--- src/rtl/raf_pkg.sv ---
package raf_pkg;

	localparam int MAX_WINDOW_DEF   = 16;
	localparam int SAMPLE_WIDTH_DEF = 16;

	// configuration port
	localparam int CFG_IDX_W  = 2;
	localparam int CFG_DATA_W = 3;
	localparam int WLOG_W     = 3;

	localparam logic [CFG_IDX_W-1:0] REG_WINDOW_LOG2 = 2'd0;
	localparam logic [CFG_IDX_W-1:0] REG_START_MODE  = 2'd1;

	localparam logic [WLOG_W-1:0] WLOG_RESET = 3'd3;
	localparam logic [WLOG_W-1:0] WLOG_MIN   = 3'd2;
	localparam logic [WLOG_W-1:0] WLOG_MAX   = 3'd4;

	typedef enum logic [2:0] {
		ST_IDLE,
		ST_PREFILL,
		ST_UPDATE,
		ST_DIV_GO,
		ST_DIV_WAIT,
		ST_DONE
	} raf_state_t;

endpackage

--- src/rtl/raf_history.sv ---
module raf_history #(
	parameter int DEPTH = raf_pkg::MAX_WINDOW_DEF,
	parameter int WIDTH = raf_pkg::SAMPLE_WIDTH_DEF,
	localparam int AW = $clog2(DEPTH)
) (
	input  logic             clk,
	input  logic             arst_n,
	input  logic             clr,
	input  logic             we,
	input  logic [AW-1:0]    waddr,
	input  logic [WIDTH-1:0] wdata,
	input  logic [AW-1:0]    raddr,
	output logic [WIDTH-1:0] rdata
);

	logic [WIDTH-1:0] slot_q  [DEPTH];
	logic [DEPTH-1:0] valid_q;
	logic [WIDTH-1:0] rdata_q;

	// registered read, data appears the cycle after the address
	assign rdata = rdata_q;

	always_ff @(posedge clk or negedge arst_n) begin
		if (!arst_n) begin
			valid_q <= '0;
		end else if (clr) begin
			valid_q <= '0;
		end else if (we) begin
			valid_q[waddr] <= 1'b1;
		end
	end

	always_ff @(posedge clk) begin
		if (we) begin
			slot_q[waddr] <= wdata;
		end
		// an entry never written since the last clear reads as zero
		rdata_q <= valid_q[raddr] ? slot_q[raddr] : '0;
	end

endmodule

--- src/rtl/raf_divider.sv ---
module raf_divider #(
	parameter int DIVIDEND_W = 20,
	parameter int DIVISOR_W  = 5
) (
	input  logic                  clk,
	input  logic                  arst_n,
	input  logic                  start,
	input  logic [DIVIDEND_W-1:0] dividend,
	input  logic [DIVISOR_W-1:0]  divisor,
	output logic                  done,
	output logic [DIVIDEND_W-1:0] quotient
);

	localparam int CNT_W = $clog2(DIVIDEND_W + 1);

	logic [DIVISOR_W-1:0]  rem_q;
	logic [DIVIDEND_W-1:0] quo_q;
	logic [CNT_W-1:0]      cnt_q;
	logic                  busy_q;
	logic                  done_q;

	logic [DIVISOR_W:0]    trial;
	logic                  fits;
	logic [DIVISOR_W:0]    diff;

	// restoring division, one quotient bit per cycle
	always_comb begin
		trial = {rem_q, quo_q[DIVIDEND_W-1]};
		fits  = trial >= {1'b0, divisor};
		diff  = trial - {1'b0, divisor};
	end

	always_ff @(posedge clk or negedge arst_n) begin
		if (!arst_n) begin
			busy_q <= 1'b0;
			done_q <= 1'b0;
			cnt_q  <= '0;
		end else begin
			done_q <= 1'b0;
			if (start) begin
				busy_q <= 1'b1;
				cnt_q  <= '0;
			end else if (busy_q) begin
				cnt_q <= cnt_q + CNT_W'(1);
				if (cnt_q == CNT_W'(DIVIDEND_W - 1)) begin
					busy_q <= 1'b0;
					done_q <= 1'b1;
				end
			end
		end
	end

	always_ff @(posedge clk) begin
		if (start) begin
			rem_q <= '0;
			quo_q <= dividend;
		end else if (busy_q) begin
			rem_q <= fits ? diff[DIVISOR_W-1:0] : trial[DIVISOR_W-1:0];
			quo_q <= {quo_q[DIVIDEND_W-2:0], fits};
		end
	end

	assign done     = done_q;
	assign quotient = quo_q;

endmodule

--- src/rtl/running_average_filter_unit.sv ---
// running average (boxcar) filter over the last 4, 8 or 16 samples
//
// input stream s_*: one unsigned sample per beat, low bits of s_tdata
// output stream m_*: one result beat per input beat, the truncated mean of
//   the window and a flag that says the window counts as full
// config port: cfg_we / cfg_index / cfg_wdata, register 0 window_log2,
//   register 1 start_mode; a write to either clears the history, total,
//   write slot and full flag, other indexes are ignored; write only while idle
//
// one sample at a time: s_tready is low from acceptance until the result is
// loaded into the output register. a sample goes through accept, an update
// step, a step to launch the divide, then the serial divider with one
// quotient bit per cycle for each bit of the running total (20 by default)
// and its done flag, and a final step to load the result. when prefilling on
// the first sample the update step becomes a pass that writes every window
// slot. the output register holds one result; if the receiver stalls, the
// next sample is still taken and its result waits in the final state until
// the output register frees up.
// reset clears the history valid bits at once, no clearing pass is needed
module running_average_filter_unit #(
	parameter int MAX_WINDOW   = raf_pkg::MAX_WINDOW_DEF,
	parameter int SAMPLE_WIDTH = raf_pkg::SAMPLE_WIDTH_DEF,
	localparam int IN_W  = ((SAMPLE_WIDTH + 7) / 8) * 8,
	localparam int OUT_W = ((SAMPLE_WIDTH + 1 + 7) / 8) * 8
) (
	input  logic                           clk,
	input  logic                           arst_n,
	input  logic                           s_tvalid,
	output logic                           s_tready,
	input  logic [IN_W-1:0]                s_tdata,   // sample
	output logic                           m_tvalid,
	input  logic                           m_tready,
	output logic [OUT_W-1:0]               m_tdata,   // average, window_full
	input  logic                           cfg_we,
	input  logic [raf_pkg::CFG_IDX_W-1:0]  cfg_index,
	input  logic [raf_pkg::CFG_DATA_W-1:0] cfg_wdata
);

	import raf_pkg::*;

	localparam int SLOT_W = $clog2(MAX_WINDOW);
	localparam int CNT_W  = $clog2(MAX_WINDOW + 1);
	// total of up to MAX_WINDOW samples
	localparam int TOT_W  = SAMPLE_WIDTH + SLOT_W;

	raf_state_t state_q, state_d;

	logic [WLOG_W-1:0]       wlog_q;
	logic                    mode_q;
	logic [SLOT_W-1:0]       slot_q;
	logic [SLOT_W-1:0]       idx_q;
	logic [TOT_W-1:0]        total_q;
	logic                    full_q;
	logic [CNT_W-1:0]        divisor_q;
	logic [SAMPLE_WIDTH-1:0] sample_q;
	logic                    m_valid_q;
	logic [SAMPLE_WIDTH-1:0] avg_q;
	logic                    wfull_q;

	logic [WLOG_W-1:0]       wlog_c;
	logic [4:0]              pow_len;
	logic [CNT_W-1:0]        win_len;

	logic                    cfg_hit;
	logic                    accept;
	logic                    out_free;
	logic [CNT_W-1:0]        slot_inc;
	logic                    slot_wrap;
	logic [CNT_W-1:0]        idx_inc;
	logic                    idx_last;
	logic [TOT_W-1:0]        total_upd;
	logic [TOT_W-1:0]        total_fill;

	logic                    hist_we;
	logic [SLOT_W-1:0]       hist_waddr;
	logic [SAMPLE_WIDTH-1:0] hist_rdata;
	logic                    div_start;
	logic                    div_done;
	logic [TOT_W-1:0]        quotient;
	logic                    out_load;

	// window length: clamp the log to 2..4, then cap at MAX_WINDOW
	always_comb begin
		if (wlog_q < WLOG_MIN) begin
			wlog_c = WLOG_MIN;
		end else if (wlog_q > WLOG_MAX) begin
			wlog_c = WLOG_MAX;
		end else begin
			wlog_c = wlog_q;
		end
		pow_len = 5'd1 << wlog_c;
		if (32'(pow_len) > MAX_WINDOW) begin
			win_len = CNT_W'(MAX_WINDOW);
		end else begin
			win_len = CNT_W'(pow_len);
		end
	end

	assign cfg_hit  = cfg_we && (cfg_index == REG_WINDOW_LOG2 ||
		cfg_index == REG_START_MODE);
	assign accept   = s_tvalid && s_tready;
	assign out_free = !m_valid_q || m_tready;

	assign slot_inc  = CNT_W'(slot_q) + CNT_W'(1);
	assign slot_wrap = slot_inc == win_len;
	assign idx_inc   = CNT_W'(idx_q) + CNT_W'(1);
	assign idx_last  = idx_inc == win_len;

	// drop the oldest sample, add the new one; oldest read at the accept edge
	assign total_upd  = total_q - TOT_W'(hist_rdata) + TOT_W'(sample_q);
	// prefill builds sample times window length one slot at a time
	assign total_fill = ((idx_q == '0) ? '0 : total_q) + TOT_W'(sample_q);

	// next state
	always_comb begin
		state_d = state_q;
		unique case (state_q)
			ST_IDLE: begin
				if (accept) begin
					state_d = (mode_q && !full_q) ? ST_PREFILL : ST_UPDATE;
				end
			end
			ST_PREFILL: begin
				if (idx_last) begin
					state_d = ST_DIV_GO;
				end
			end
			ST_UPDATE:   state_d = ST_DIV_GO;
			ST_DIV_GO:   state_d = ST_DIV_WAIT;
			ST_DIV_WAIT: begin
				if (div_done) begin
					state_d = ST_DONE;
				end
			end
			ST_DONE: begin
				if (out_free) begin
					state_d = ST_IDLE;
				end
			end
			default:     state_d = ST_IDLE;
		endcase
	end

	// state outputs
	always_comb begin
		s_tready   = 1'b0;
		hist_we    = 1'b0;
		hist_waddr = slot_q;
		div_start  = 1'b0;
		out_load   = 1'b0;
		unique case (state_q)
			ST_IDLE:    s_tready = 1'b1;
			ST_PREFILL: begin
				hist_we    = 1'b1;
				hist_waddr = idx_q;
			end
			ST_UPDATE:  hist_we = 1'b1;
			ST_DIV_GO:  div_start = 1'b1;
			ST_DONE:    out_load = out_free;
			default:    s_tready = 1'b0;
		endcase
	end

	always_ff @(posedge clk or negedge arst_n) begin
		if (!arst_n) begin
			state_q   <= ST_IDLE;
			wlog_q    <= WLOG_RESET;
			mode_q    <= 1'b0;
			slot_q    <= '0;
			idx_q     <= '0;
			total_q   <= '0;
			full_q    <= 1'b0;
			m_valid_q <= 1'b0;
		end else begin
			state_q <= state_d;

			if (cfg_hit) begin
				if (cfg_index == REG_WINDOW_LOG2) begin
					wlog_q <= cfg_wdata[WLOG_W-1:0];
				end else begin
					mode_q <= cfg_wdata[0];
				end
				slot_q  <= '0;
				total_q <= '0;
				full_q  <= 1'b0;
			end

			if (accept) begin
				idx_q <= '0;
			end

			if (state_q == ST_PREFILL) begin
				total_q <= total_fill;
				idx_q   <= idx_inc[SLOT_W-1:0];
				if (idx_last) begin
					full_q <= 1'b1;
					slot_q <= SLOT_W'(1);
				end
			end

			if (state_q == ST_UPDATE) begin
				total_q <= total_upd;
				if (slot_wrap) begin
					slot_q <= '0;
					full_q <= 1'b1;
				end else begin
					slot_q <= slot_inc[SLOT_W-1:0];
				end
			end

			if (out_load) begin
				m_valid_q <= 1'b1;
			end else if (m_tready) begin
				m_valid_q <= 1'b0;
			end
		end
	end

	// payload registers
	always_ff @(posedge clk) begin
		if (accept) begin
			sample_q <= s_tdata[SAMPLE_WIDTH-1:0];
		end
		if (state_q == ST_PREFILL && idx_last) begin
			divisor_q <= win_len;
		end
		if (state_q == ST_UPDATE) begin
			// divide by samples seen until the ring has wrapped once
			divisor_q <= (full_q || slot_wrap) ? win_len : slot_inc;
		end
		if (out_load) begin
			avg_q   <= quotient[SAMPLE_WIDTH-1:0];
			wfull_q <= full_q;
		end
	end

	raf_history #(
		.DEPTH (MAX_WINDOW),
		.WIDTH (SAMPLE_WIDTH)
	) u_history (
		.clk    (clk),
		.arst_n (arst_n),
		.clr    (cfg_hit),
		.we     (hist_we),
		.waddr  (hist_waddr),
		.wdata  (sample_q),
		.raddr  (slot_q),
		.rdata  (hist_rdata)
	);

	raf_divider #(
		.DIVIDEND_W (TOT_W),
		.DIVISOR_W  (CNT_W)
	) u_divider (
		.clk      (clk),
		.arst_n   (arst_n),
		.start    (div_start),
		.dividend (total_q),
		.divisor  (divisor_q),
		.done     (div_done),
		.quotient (quotient)
	);

	assign m_tvalid = m_valid_q;
	assign m_tdata  = OUT_W'({wfull_q, avg_q});

endmodule

--- config.mk ---
export PLATFORM = sky130hd
export DESIGN_NAME = running_average_filter_unit
export DESIGN_NICKNAME = d
export VERILOG_FILES = /design/src/rtl/raf_pkg.sv /design/src/rtl/raf_history.sv /design/src/rtl/raf_divider.sv /design/src/rtl/running_average_filter_unit.sv
export SDC_FILE = /design/constraint.sdc
export NUM_CORES = 1
export LEC_CHECK = 0
export BUFFER_PORTS_ARGS = -buffer_cell sky130_fd_sc_hd__buf_2
export CORE_MARGIN = 5
export CORE_UTILIZATION = 45
export DETAILED_ROUTE_END_ITERATION = 10
export PLACE_DENSITY = 0.65
export REMOVE_ABC_BUFFERS = 1
export SLEW_MARGIN = 20
export SYNTH_ARGS = -nofsm -noshare
export SYNTH_HDL_FRONTEND = slang
export SYNTH_HIERARCHICAL = 1
export SYNTH_SLANG_ARGS = --single-unit
--- constraint.sdc ---
create_clock -name clk -period 3.4 [get_ports clk]
set_input_delay 0.34 -clock clk [delete_from_list [all_inputs] [get_ports clk]]
set_output_delay 0.34 -clock clk [all_outputs]
set_load 0.005 [all_outputs]
==> impl_metrics.env, run 1 <==
export IMPL_outcome="finished, final reports clean"
export IMPL_finalWirelength_mm=39.41
export IMPL_min_path_type="in2reg"
export IMPL_max_stage_delay_ns=0.53
export IMPL_maxSlewViolCount=0
export IMPL_p_per_area_nw_per_um2=919.3
export IMPL_grt_pass1_wl_mm=60.95
export IMPL_dp_hpwl_mm=24.83
export IMPL_io_pins=52
export IMPL_clockBufferDepth=3
export IMPL_slew_headroom_pct=56.25
export IMPL_yosysWarnings=6
export IMPL_gr_usage_all_layers_pct=17.98
export IMPL_max_freq_mhz=308.2
export IMPL_portBuffers=44
export IMPL_power_frac_clock_pct=23.8
export IMPL_avgSynthCellArea_um2=14.95
export IMPL_netlist_instances=1197
export IMPL_layout_common_cells="314 x edfxtp_1, 91 x inv_1, 86 x nor2_1"
export IMPL_use_met3_pct=3.707
export IMPL_ys_ff_latch=395
export IMPL_dieArea_um2=43870
export IMPL_place_congestion=0.8150
export IMPL_ir_worst_vdd_mv=0.4030
export IMPL_worst_slew_pin_slew_ns=0.6556
export IMPL_power_static_leakage_nw=7.560
export IMPL_worstPathMaxFanout=3
export IMPL_antenna_found_initial=0
export IMPL_cp_buffers_inverters=2
export IMPL_h_tree_depth=2
export IMPL_synth_sequential_area_ratio_pct=63.43
export IMPL_maxCapViolations=0
export IMPL_ant_nets=0
export IMPL_cp_required_ns=3.84
export IMPL_die_h_um=209.4
export IMPL_antenna_cells=0
export IMPL_switchingPower_mw=6.595
export IMPL_synth_edf_count=314
export IMPL_yosys_most_used_dff="edfxtp_1"
export IMPL_grt_max_degree=70
export IMPL_worst_slack_ns=0.1553
export IMPL_layout_commonest_cell="edfxtp_1"
export IMPL_die_width_um=209.4
export IMPL_path_cells="inv_1 > fa_1 > inv_1 > fa_1 > a211o_2 > a2111oi_4 > o31a_1 > a211o_2 > o21ai_2 > o31ai_2 > xor2_1 > o211ai_1"
export IMPL_hold_viol_final=0
export IMPL_rsz0062_at_grt="true"
export IMPL_design_area_um2=20450
export IMPL_drive_above_1_share_pct=21.03
export IMPL_place_area_um2=18910
export IMPL_clk_insertion_delay_late_ns=0.56
export IMPL_via_per_inst=5.607
export IMPL_finalClockSkew_ns=0.01085
export IMPL_cts_tree="yes"
export IMPL_firstDrtPassIters=5
export IMPL_setup_viol=0
export IMPL_grt_busiest_layer="met2"
export IMPL_drc=0
export IMPL_final_nets=1392
export IMPL_cts_setup_buffers=0
export IMPL_end_kind="flip-flop"
export IMPL_final_min_clock_period_ns=3.245
export IMPL_grt_overflow_total=0
export IMPL_grtUsageMet2_pct=28.18
export IMPL_cts_buffers_inserted=41
export IMPL_preCtsSetupSlack_ns=0.1161
export IMPL_cp_top_family="compound AO/OA/AOI/OAI gates"
export IMPL_cts_root_buf="clkbuf_16"
export IMPL_finalCritPeriodShare_pct=95.43
export IMPL_core_um2=39550
export IMPL_clk_pin_slew_ns=0.06
export IMPL_wire_per_inst_um=21.18
export IMPL_crit_type="reg2reg"
export IMPL_drt_iter0_markers=1126
export IMPL_p_int_mw=12.20
export IMPL_swShare_pct=35.09
export IMPL_synth_cell_type_count=83
export IMPL_start_kind="flip-flop"
export IMPL_gr_usage_met1_pct=25.85
export IMPL_start_util_pct=45.26
export IMPL_vias=10440
export IMPL_worstPathArrival_ns=3.68
export IMPL_pwr_share_comb_pct=39.7
export IMPL_syn_cell_area_um2=17900
export IMPL_async_reset_ff_share_pct=15.19
export IMPL_grt_pass1_vias=10330
export IMPL_fp_row_count=73
export IMPL_nFillCells=3300
export IMPL_pwr_share_seq_pct=36.5
export IMPL_clock_sinks=395
export IMPL_area_growth_synth_to_final_pct=14.23
export IMPL_cpMaxStageDelayCell="fa_1"
==> power groups by stage <==
stage          sequential (mW)  clock, mW  combinational [mW]
3_3_place_gp              6.92          0                7.31
5_1_grt                   6.95       4.78                8.28
3_5_place_dp              6.95          0                7.40
2_1_floorplan             7.03          0                5.28
6_report                  6.86       4.47                7.47
4_1_cts                   6.86       4.59                7.46
==> path summary, 6_finish.rpt <==
check,from,endpoint,slack (ns),cells after the start
min,cfg_wdata[0],wlog_q[0],0.04,2
max in group asynchronous,arst_n,total_q[14],2.42,3
max,total_q[1],total_q[18],0.16,12
max reg2reg,total_q[1],total_q[18],0.16,12
min in group asynchronous,arst_n,u_divider/cnt_q[4],0.30,2
min reg2reg,u_divider/quotient[6],avg_q[6],0.45,0
==> synth_stat cells, types with 4 or more instances <==
cell / count / area, um^2
a211o_1: 4 / 35.03
a211oi_1: 9 / 67.56
a21o_1: 10 / 75.07
a21oi_1: 49 / 245.2
a22oi_1: 40 / 300.3
a31oi_1: 7 / 43.79
and2_1: 7 / 43.79
buf_1: 4 / 15.01
buf_2: 8 / 40.04
buf_4: 11 / 82.58
buf_6: 5 / 56.30
clkbuf_1: 21 / 78.83
clkbuf_8: 6 / 82.58
dfrtp_1: 58 / 1451
dfxtp_1: 21 / 420.4
edfxtp_1: 314 / 9429
fa_1: 18 / 360.4
ha_1: 45 / 563.0
inv_1: 91 / 341.6
mux2_2: 21 / 236.5
mux4_1: 15 / 394.1
mux4_2: 54 / 1216
nand2_1: 52 / 195.2
nand2b_1: 7 / 43.79
nand3_1: 10 / 50.05
nand3b_1: 4 / 30.03
nand4_1: 9 / 56.30
nor2_1: 98 / 367.9
nor2b_1: 4 / 25.02
nor3_1: 15 / 75.07
nor3b_1: 4 / 30.03
o211ai_1: 12 / 90.09
o21a_1: 5 / 37.54
o21ai_0: 39 / 195.2
o21ai_1: 5 / 25.02
o21bai_1: 4 / 30.03
o31ai_1: 6 / 45.04
xnor2_1: 24 / 210.2
xor2_1: 21 / 183.9
==> cells by family after synthesis <==
kind of cell / synth area share, %
multiplexers: 10.37
AO/OA/AOI/OAI: 8.766
adder cells (fa/ha/maj): 5.159
other: 0.02095
XOR/XNOR: 2.202
buffers and inverters: 4.061
AND/OR/NAND/NOR: 5.991
flip-flops: 63.43
==> through the flow <==
stage                      TNS, ns  hold WS [ns]  total power [mW]  cells  utilization [%]
after floorplan            -275.05       0.04441             12.31   1146                -
after global placement           0        0.4361             14.23   1769            47.83
after detailed placement         0        0.4340             14.35   1769            47.83
after CTS                        0      0.003430             18.90   1861            51.65
after global routing      -0.07928       0.01580             20.01   1861            51.70
final                            0       0.03930             18.80   1861            51.70
==> registers in the layout (all words and copies together), names as in the netlist, 4 cells and up <==
signal              count
u_divider/rem_q         5
u_divider/cnt_q         5
divisor_q               5
avg_q                  16
slot_q                  4
u_divider/quotient     20
u_history/rdata        16
u_history/slot_q      256
total_q                20
u_history/valid_q      16
idx_q                   4
sample_q               16
==> repair_timing <==
| item | 4_1_cts | 5_1_grt |
|---|---|---|
| hold buffers | 16 | 0 |
| hold endpoints to repair | 53 | 0 |
| endpoints found under the setup margin | 0 | 6 |
| gates resized for setup | 0 | 5 |
==> cell type report <==
class | count | area, um^2 | area share [%]
Clock buffer | 63 | 1180 | 5.771
Clock inverter | 13 | 173.9 | 0.8506
Inverter | 91 | 341.6 | 1.671
Multi-Input combinational cell | 660 | 5922 | 28.96
Sequential cell | 395 | 11360 | 55.55
Tap cell | 525 | 656.9 | 3.213
Timing Repair Buffer | 114 | 813.3 | 3.978
==> per-layer routing <==
layer,vias up,wire length (um),part of all wire (%)
li1,4748,-,-
met2,332,18280,46
met4,0,799,2.0
met1,5306,17560,45
met5,-,0,0
met3,49,2771,7.0
(Power assumes the default switching activity.)
==> run 2: changes to the inputs <==
--- a/config.mk
+++ b/config.mk
@@ -9,7 +9,7 @@
 export CORE_MARGIN = 5
 export CORE_UTILIZATION = 45
 export DETAILED_ROUTE_END_ITERATION = 10
-export PLACE_DENSITY = 0.65
+export PLACE_DENSITY = 0.63
 export REMOVE_ABC_BUFFERS = 1
 export SLEW_MARGIN = 20
 export SYNTH_ARGS = -nofsm -noshare
==> constraint.sdc (replaced) <==
create_clock -name clk -period 3 [get_ports clk]
set_input_delay 0.3 -clock clk [delete_from_list [all_inputs] [get_ports clk]]
set_output_delay 0.3 -clock clk [all_outputs]
set_load 0.005 [all_outputs]
==> run 2 against run 1 <==
Compared with the run above:
- the run now ends with negative setup slack left
- die area unchanged
- cell count is 4.4% higher
- sequential power grew 13%
- sequential share of layout area shrank 2.4 points
- fmax grew 3.7%
- clock-buffer cell count unchanged
- worst hold slack gained 0.046 ns
==> impl_metrics.env, run 2 (synthesis results as in run 1) <==
export IMPL_max_stage_delay_ns=0.54
export IMPL_worst_slack_ns=-0.1294
export IMPL_finalCritPeriodShare_pct=104.3
export IMPL_rsz0062_at_grt="true"
export IMPL_firstDrtPassIters=5
export IMPL_reg2regPathDepth=12
export IMPL_grt_pass1_vias=10650
export IMPL_holdPathEnd="m_tvalid"
export IMPL_dp_cells=1824
export IMPL_crit_cells=12
export IMPL_clk_pin_slew_ns=0.06
export IMPL_wire_per_inst_um=21.10
export IMPL_final_nets=1473
export IMPL_r2r_end="total_q[18]"
export IMPL_drt_iter0_markers=1070
export IMPL_fp_row_count=73
export IMPL_min_from="m_tready"
export IMPL_outcome="finished with violations"
export IMPL_dp_hpwl_mm=26.29
export IMPL_io_pins=52
export IMPL_reg2reg_slack_ns=-0.13
export IMPL_final_cell_count_no_fill=1943
export IMPL_antenna_found_initial=0
export IMPL_ant_nets=0
export IMPL_largest_reg_flops=256
export IMPL_clock_sinks=395
export IMPL_start_kind="flip-flop"
export IMPL_power_mw=23.26
export IMPL_worstPathArrival_ns=3.56
export IMPL_gr_usage_all_layers_pct=18.63
export IMPL_cp_top_family="compound AO/OA/AOI/OAI gates"
export IMPL_via_per_inst=5.522
export IMPL_area_growth_synth_to_final_pct=19.29
export IMPL_die_width_um=209.4
export IMPL_grt_pass1_wl_mm=63.05
export IMPL_worstPathMaxFanout=3
export IMPL_power_static_leakage_nw=8.004
export IMPL_layout_common_cells="314 x edfxtp_1, 115 x buf_4, 86 x inv_1"
export IMPL_clockBufferDepth=3
export IMPL_hold_depth=3
export IMPL_grt_overflow_total=0
export IMPL_hold_viol_final=0
export IMPL_final_util_pct=53.99
export IMPL_nFillCells=3173
export IMPL_vias=10730
export IMPL_end_kind="flip-flop"
export IMPL_layout_commonest_cell="edfxtp_1"
export IMPL_largest_register="u_history/slot_q"
export IMPL_min_path_type="in2reg"
export IMPL_cpMaxStageDelayCell="fa_1"
export IMPL_drc=0
export IMPL_h_tree_depth=2
export IMPL_cts_tree="yes"
export IMPL_regToRegStartpoint="total_q[1]"
export IMPL_maxCapViolations=0
export IMPL_start_util_pct=45.26
export IMPL_cts_root_buf="clkbuf_16"
export IMPL_dieArea_um2=43870
export IMPL_core_um2=39550
export IMPL_drive_above_1_share_pct=27.50
export IMPL_clk_insertion_delay_late_ns=0.57
export IMPL_maxSlewViolCount=0
export IMPL_worst_slew_pin_slew_ns=0.8330
export IMPL_p_per_area_nw_per_um2=1089
export IMPL_slew_headroom_pct=44.46
export IMPL_crit_type="reg2reg"
export IMPL_portBuffers=44
export IMPL_path_cells="inv_2 > fa_1 > inv_2 > fa_2 > a211o_4 > a2111oi_4 > o31a_1 > a211o_4 > o21ai_2 > o31ai_2 > xor2_1 > o211ai_1"
export IMPL_place_congestion=0.8473
export IMPL_antenna_cells=0
export IMPL_final_min_clock_period_ns=3.129
export IMPL_violations="negative setup slack"
export IMPL_tns_ns=-0.3257
export IMPL_cp_buffers_inverters=2
export IMPL_preCtsSetupSlack_ns=-0.2370
export IMPL_cts_buffers_inserted=43
export IMPL_finalWirelength_mm=41.01
export IMPL_grt_max_degree=61
export IMPL_ir_worst_vdd_mv=0.4678
export IMPL_finalClockSkew_ns=0.02377
export IMPL_setup_viol=4
export IMPL_cp_required_ns=3.44
export IMPL_max_freq_mhz=319.5
export IMPL_die_h_um=209.4
## run 2: cell count changes in the layout (fill, tap and decap cells not counted), sizes merged
| cell | delta |
|---|---|
| inv | +2 |
| dlygate4sd3 | +6 |
| clkinv | +1 |
| buf | +73 |
## run 2: what timing repair did
action,4_1_cts,5_1_grt
endpoints found under the hold margin,78,0
buffers inserted,14,5
setup endpoints to repair,8,12
pin swaps,19,34
hold buffers,22,0
gates resized for setup,18,38
## run 2: worst max-delay path by stage
stage                     slack [ns]            to       start
after floorplan                -1.65  divisor_q[4]   slot_q[0]
after global placement         -0.16   total_q[18]    idx_q[0]
after detailed placement       -0.24   total_q[18]    idx_q[0]
after CTS                      -0.15   total_q[18]  total_q[1]
after global routing           -0.26   total_q[18]  total_q[1]
final                          -0.13   total_q[18]  total_q[1]
## run 2: stage by stage
| stage | instance area, um^2 | hold slack, ns |
|---|---|---|
| finish | 21350 | 0.08560 |
| global route | 21350 | 0.09274 |
| CTS | 21160 | 0.04444 |
| detailed placement | 19390 | 0.4349 |
| global placement | 19390 | 0.4355 |
| floorplan | 17540 | 0.004409 |
## run 2: area by class of cell
class | count | area (um^2) | area share, %
multi-input cells | 660 | 6127 | 28.69
well taps | 525 | 656.9 | 3.076
clock buffers | 63 | 1192 | 5.584
inverters | 91 | 341.6 | 1.600
repair buffers | 193 | 1500 | 7.026
clock inverters | 16 | 176.4 | 0.8262
flip-flops and latches | 395 | 11360 | 53.19
## run 2: layer usage
layer / GRT usage [%] / routed length, um
met1: 26.49 / 17990
met2: 29.42 / 19070
met3: 3.752 / 2928
met4: 5.513 / 1013
met5: 0 / 0
## run 2: tightest hold or removal path: cells and delay by family
kind | cells | cell delay [ns]
buffers and inverters | 1 | 0.07
AND/OR/NAND/NOR | 2 | 0.24
## run 2: power breakdown
group / switching [mW] / internal (mW) / total [mW]
clock: 2.10 / 3.03 / 5.13
combinational: 5.53 / 4.88 / 10.4
sequential: 0.522 / 7.20 / 7.72
total: 8.15 / 15.1 / 23.3
==> run 3: changes to the inputs <==
--- a/config.mk
+++ b/config.mk
@@ -10,9 +10,9 @@
 export CORE_UTILIZATION = 45
 export DETAILED_ROUTE_END_ITERATION = 10
 export PLACE_DENSITY = 0.63
+export RECOVER_POWER = 25
 export REMOVE_ABC_BUFFERS = 1
 export SLEW_MARGIN = 20
 export SYNTH_ARGS = -nofsm -noshare
 export SYNTH_HDL_FRONTEND = slang
-export SYNTH_HIERARCHICAL = 1
 export SYNTH_SLANG_ARGS = --single-unit
==> run 3 against run 2 <==
Compared with the run above:
- the flow now finishes without violations
- setup slack improved by 0.26 ns
- first-iteration DRC count fell by 7.9%
- via count decreased by 0.83%
- fmax up 8.9%
- global-route usage is 0.19 points higher
- largest power group unchanged
==> impl_metrics.env, run 3 <==
export IMPL_outcome="finished, final reports clean"
export IMPL_io_pins=52
export IMPL_worst_slack_ns=0.1265
export IMPL_clock_sinks=395
export IMPL_p_per_area_nw_per_um2=1111
export IMPL_final_nets=1465
export IMPL_final_min_clock_period_ns=2.874
export IMPL_antenna_cells=0
export IMPL_max_stage_delay_ns=0.50
export IMPL_dp_hpwl_mm=26.47
export IMPL_synth_cell_type_count=67
export IMPL_place_area_um2=19470
export IMPL_slew_headroom_pct=30.86
export IMPL_syn_cell_area_um2=17870
export IMPL_final_cell_count_no_fill=1933
export IMPL_clk_pin_slew_ns=0.06
export IMPL_yosys_most_used_dff="edfxtp_1"
export IMPL_cts_tree="yes"
export IMPL_finalWirelength_mm=40.95
export IMPL_h_tree_depth=2
export IMPL_yosysWarnings=0
export IMPL_cp_top_family="adder cells"
export IMPL_yosysMostFrequentCell="edfxtp_1"
export IMPL_path_cells="inv_1 > fa_1 > inv_1 > ha_1 > buf_4 > nor2_1 > a21oi_2 > nand4_1 > buf_4 > o21ba_2 > xnor2_1 > a22oi_1 > o21ai_0"
export IMPL_synth_sequential_area_ratio_pct=63.52
export IMPL_layout_common_cells="314 x edfxtp_1, 110 x buf_4, 84 x mux4_2"
export IMPL_cp_buffers_inverters=4
export IMPL_start_kind="flip-flop"
export IMPL_gr_usage_all_layers_pct=18.83
export IMPL_maxCapViolations=0
export IMPL_nFillCells=3254
export IMPL_crit_cells=13
export IMPL_hold_depth=3
export IMPL_end_kind="flip-flop"
export IMPL_layout_commonest_cell="edfxtp_1"
export IMPL_reg2reg_slack_ns=0.13
export IMPL_ys_top_cells_by_area="edfxtp_1 53%, mux4_2 11%, dfrtp_1 8.1%, ha_1 3.2%, dfxtp_1 2.4%"
export IMPL_antenna_found_initial=0
export IMPL_crit_type="reg2reg"
export IMPL_power_mw=23.59
export IMPL_setup_viol=0
export IMPL_largest_reg_flops=256
export IMPL_dieArea_um2=43800
export IMPL_power_static_leakage_nw=7.887
export IMPL_worstPathMaxFanout=5
export IMPL_portBuffers=44
export IMPL_vias=10640
export IMPL_largest_register="u_history.slot_q"
export IMPL_cp_required_ns=3.42
export IMPL_grt_overflow_total=0
export IMPL_avgSynthCellArea_um2=14.85
export IMPL_via_per_inst=5.505
export IMPL_cpMaxStageDelayCell="fa_1"
export IMPL_place_congestion=0.8488
export IMPL_grt_pass1_vias=10790
export IMPL_ys_ff_latch=395
export IMPL_netlist_instances=1204
export IMPL_core_um2=39550
export IMPL_cts_buffers_inserted=42
export IMPL_area_growth_synth_to_final_pct=18.77
export IMPL_grt_max_degree=73
export IMPL_finalCritPeriodShare_pct=95.78
export IMPL_firstDrtPassIters=5
export IMPL_hold_viol_final=0
export IMPL_clockBufferDepth=3
export IMPL_grt_pass1_wl_mm=63.60
export IMPL_die_h_um=209.3
export IMPL_synth_edf_count=314
export IMPL_drc=0
export IMPL_maxSlewViolCount=0
export IMPL_yosysTopAreaCell="edfxtp_1"
export IMPL_wire_per_inst_um=21.19
export IMPL_drt_iter0_markers=986
export IMPL_fp_row_count=73
export IMPL_synth_top_area_share_pct=52.75
export IMPL_start_util_pct=45.19
export IMPL_ant_nets=0
export IMPL_async_reset_ff_share_pct=15.19
export IMPL_finalClockSkew_ns=0.01997
export IMPL_die_width_um=209.3
export IMPL_reg2regPathDepth=13
export IMPL_worstPathArrival_ns=3.29
export IMPL_clk_insertion_delay_late_ns=0.58
export IMPL_ir_worst_vdd_mv=0.4481
export IMPL_cts_root_buf="clkbuf_16"
export IMPL_synth_common_cells="314 x edfxtp_1, 85 x inv_1, 84 x mux4_2"
export IMPL_preCtsSetupSlack_ns=-0.1316
export IMPL_dp_cells=1834
export IMPL_hold_slack_ns=0.09878
export IMPL_worst_slew_pin_slew_ns=1.037
export IMPL_max_freq_mhz=348.0
export IMPL_design_area_um2=21230
export IMPL_min_path_type="in2reg"
export IMPL_drive_above_1_share_pct=26.85
==> run 3: cell types whose count changed after synthesis, moves of 7 or more <==
cell      delta
nor2b_1     +16
nand2_1     +24
o21a_1      +14
clkbuf_1    +16
nor2_1      -34
o21ai_0     +26
a22oi_1     -29
mux4_2      +30
mux2i_1      +8
mux4_1      -15
a21oi_1      -7
and3_1       +7
mux2_2      -12
==> run 3: final timing paths <==
check                                             to                  start
worst min register to register              avg_q[7]  u_divider.quotient[7]
worst max-delay path                     total_q[12]            sample_q[7]
worst min-delay path                        m_tvalid               m_tready
max in group asynchronous                total_q[10]                 arst_n
worst max register to register           total_q[12]            sample_q[7]
min in group asynchronous       u_history.valid_q[5]                 arst_n
==> run 3: worst min-delay path: cells and delay by family <==
| family | cells | cell delay (ns) |
|---|---|---|
| buffers and inverters | 1 | 0.07 |
| and+or+nand+nor | 2 | 0.25 |
==> run 3: kinds of logic (layout without fill, tap and decap cells) <==
| kind of cell | count (synthesis) | count (layout) | share of synthesized area (%) |
|---|---|---|---|
| DFF | 395 | 395 | 63.52 |
| and+or+nand+nor | 241 | 241 | 6.412 |
| AOI/OAI and AO/OA | 211 | 211 | 7.707 |
| buffers and inverters | 147 | 345 | 3.360 |
| muxes | 102 | 102 | 11.66 |
| adders and majority gates | 63 | 63 | 5.166 |
| xor gates and xnor gates | 44 | 44 | 2.156 |
| other | 1 | 7 | 0.02098 |
==> run 3: final cells by class <==
cell class / count / area, um^2 / share of cell area, %
clock buffer: 54 / 1126 / 5.305
clock inverter: 22 / 245.2 / 1.155
multi-input combinational: 668 / 6181 / 29.12
sequential: 395 / 11360 / 53.51
tap: 525 / 656.9 / 3.094
inverter: 85 / 319.1 / 1.503
timing repair buffer: 184 / 1341 / 6.319
==> run 3: timing repair <==
action                                 4_1_cts  5_1_grt
hold buffers                                20        0
pin swaps                                    1       19
endpoints found under the hold margin       54        0
setup endpoints to repair                    5        9
buffers inserted                             0        3
resized for setup                            7       39
==> run 3: routing by layer <==
layer	vias to the layer above	track usage, %	routed length (um)
met4	0	6.053	1031
met3	66	4.260	2524
met5	-	0	0
met2	295	29.38	19180
li1	4874	-	-
met1	5406	26.61	18220
==> run 3: through the flow <==
step / TNS [ns] / utilization, %
3_5_place_dp: -0.2191 / 49.23
4_1_cts: 0 / 53.24
5_1_grt: -0.04146 / 53.67
6_report: 0 / 53.67
3_3_place_gp: -0.01854 / 49.23
2_1_floorplan: -363.19 / -
==> run 3: where the power goes <==
part           switching, mW  internal (mW)  leakage [nW]  total, mW
clock network           2.21           2.95         0.657       5.16
registers              0.475           7.21          3.82       7.68
logic                   5.79           4.96          3.41       10.7
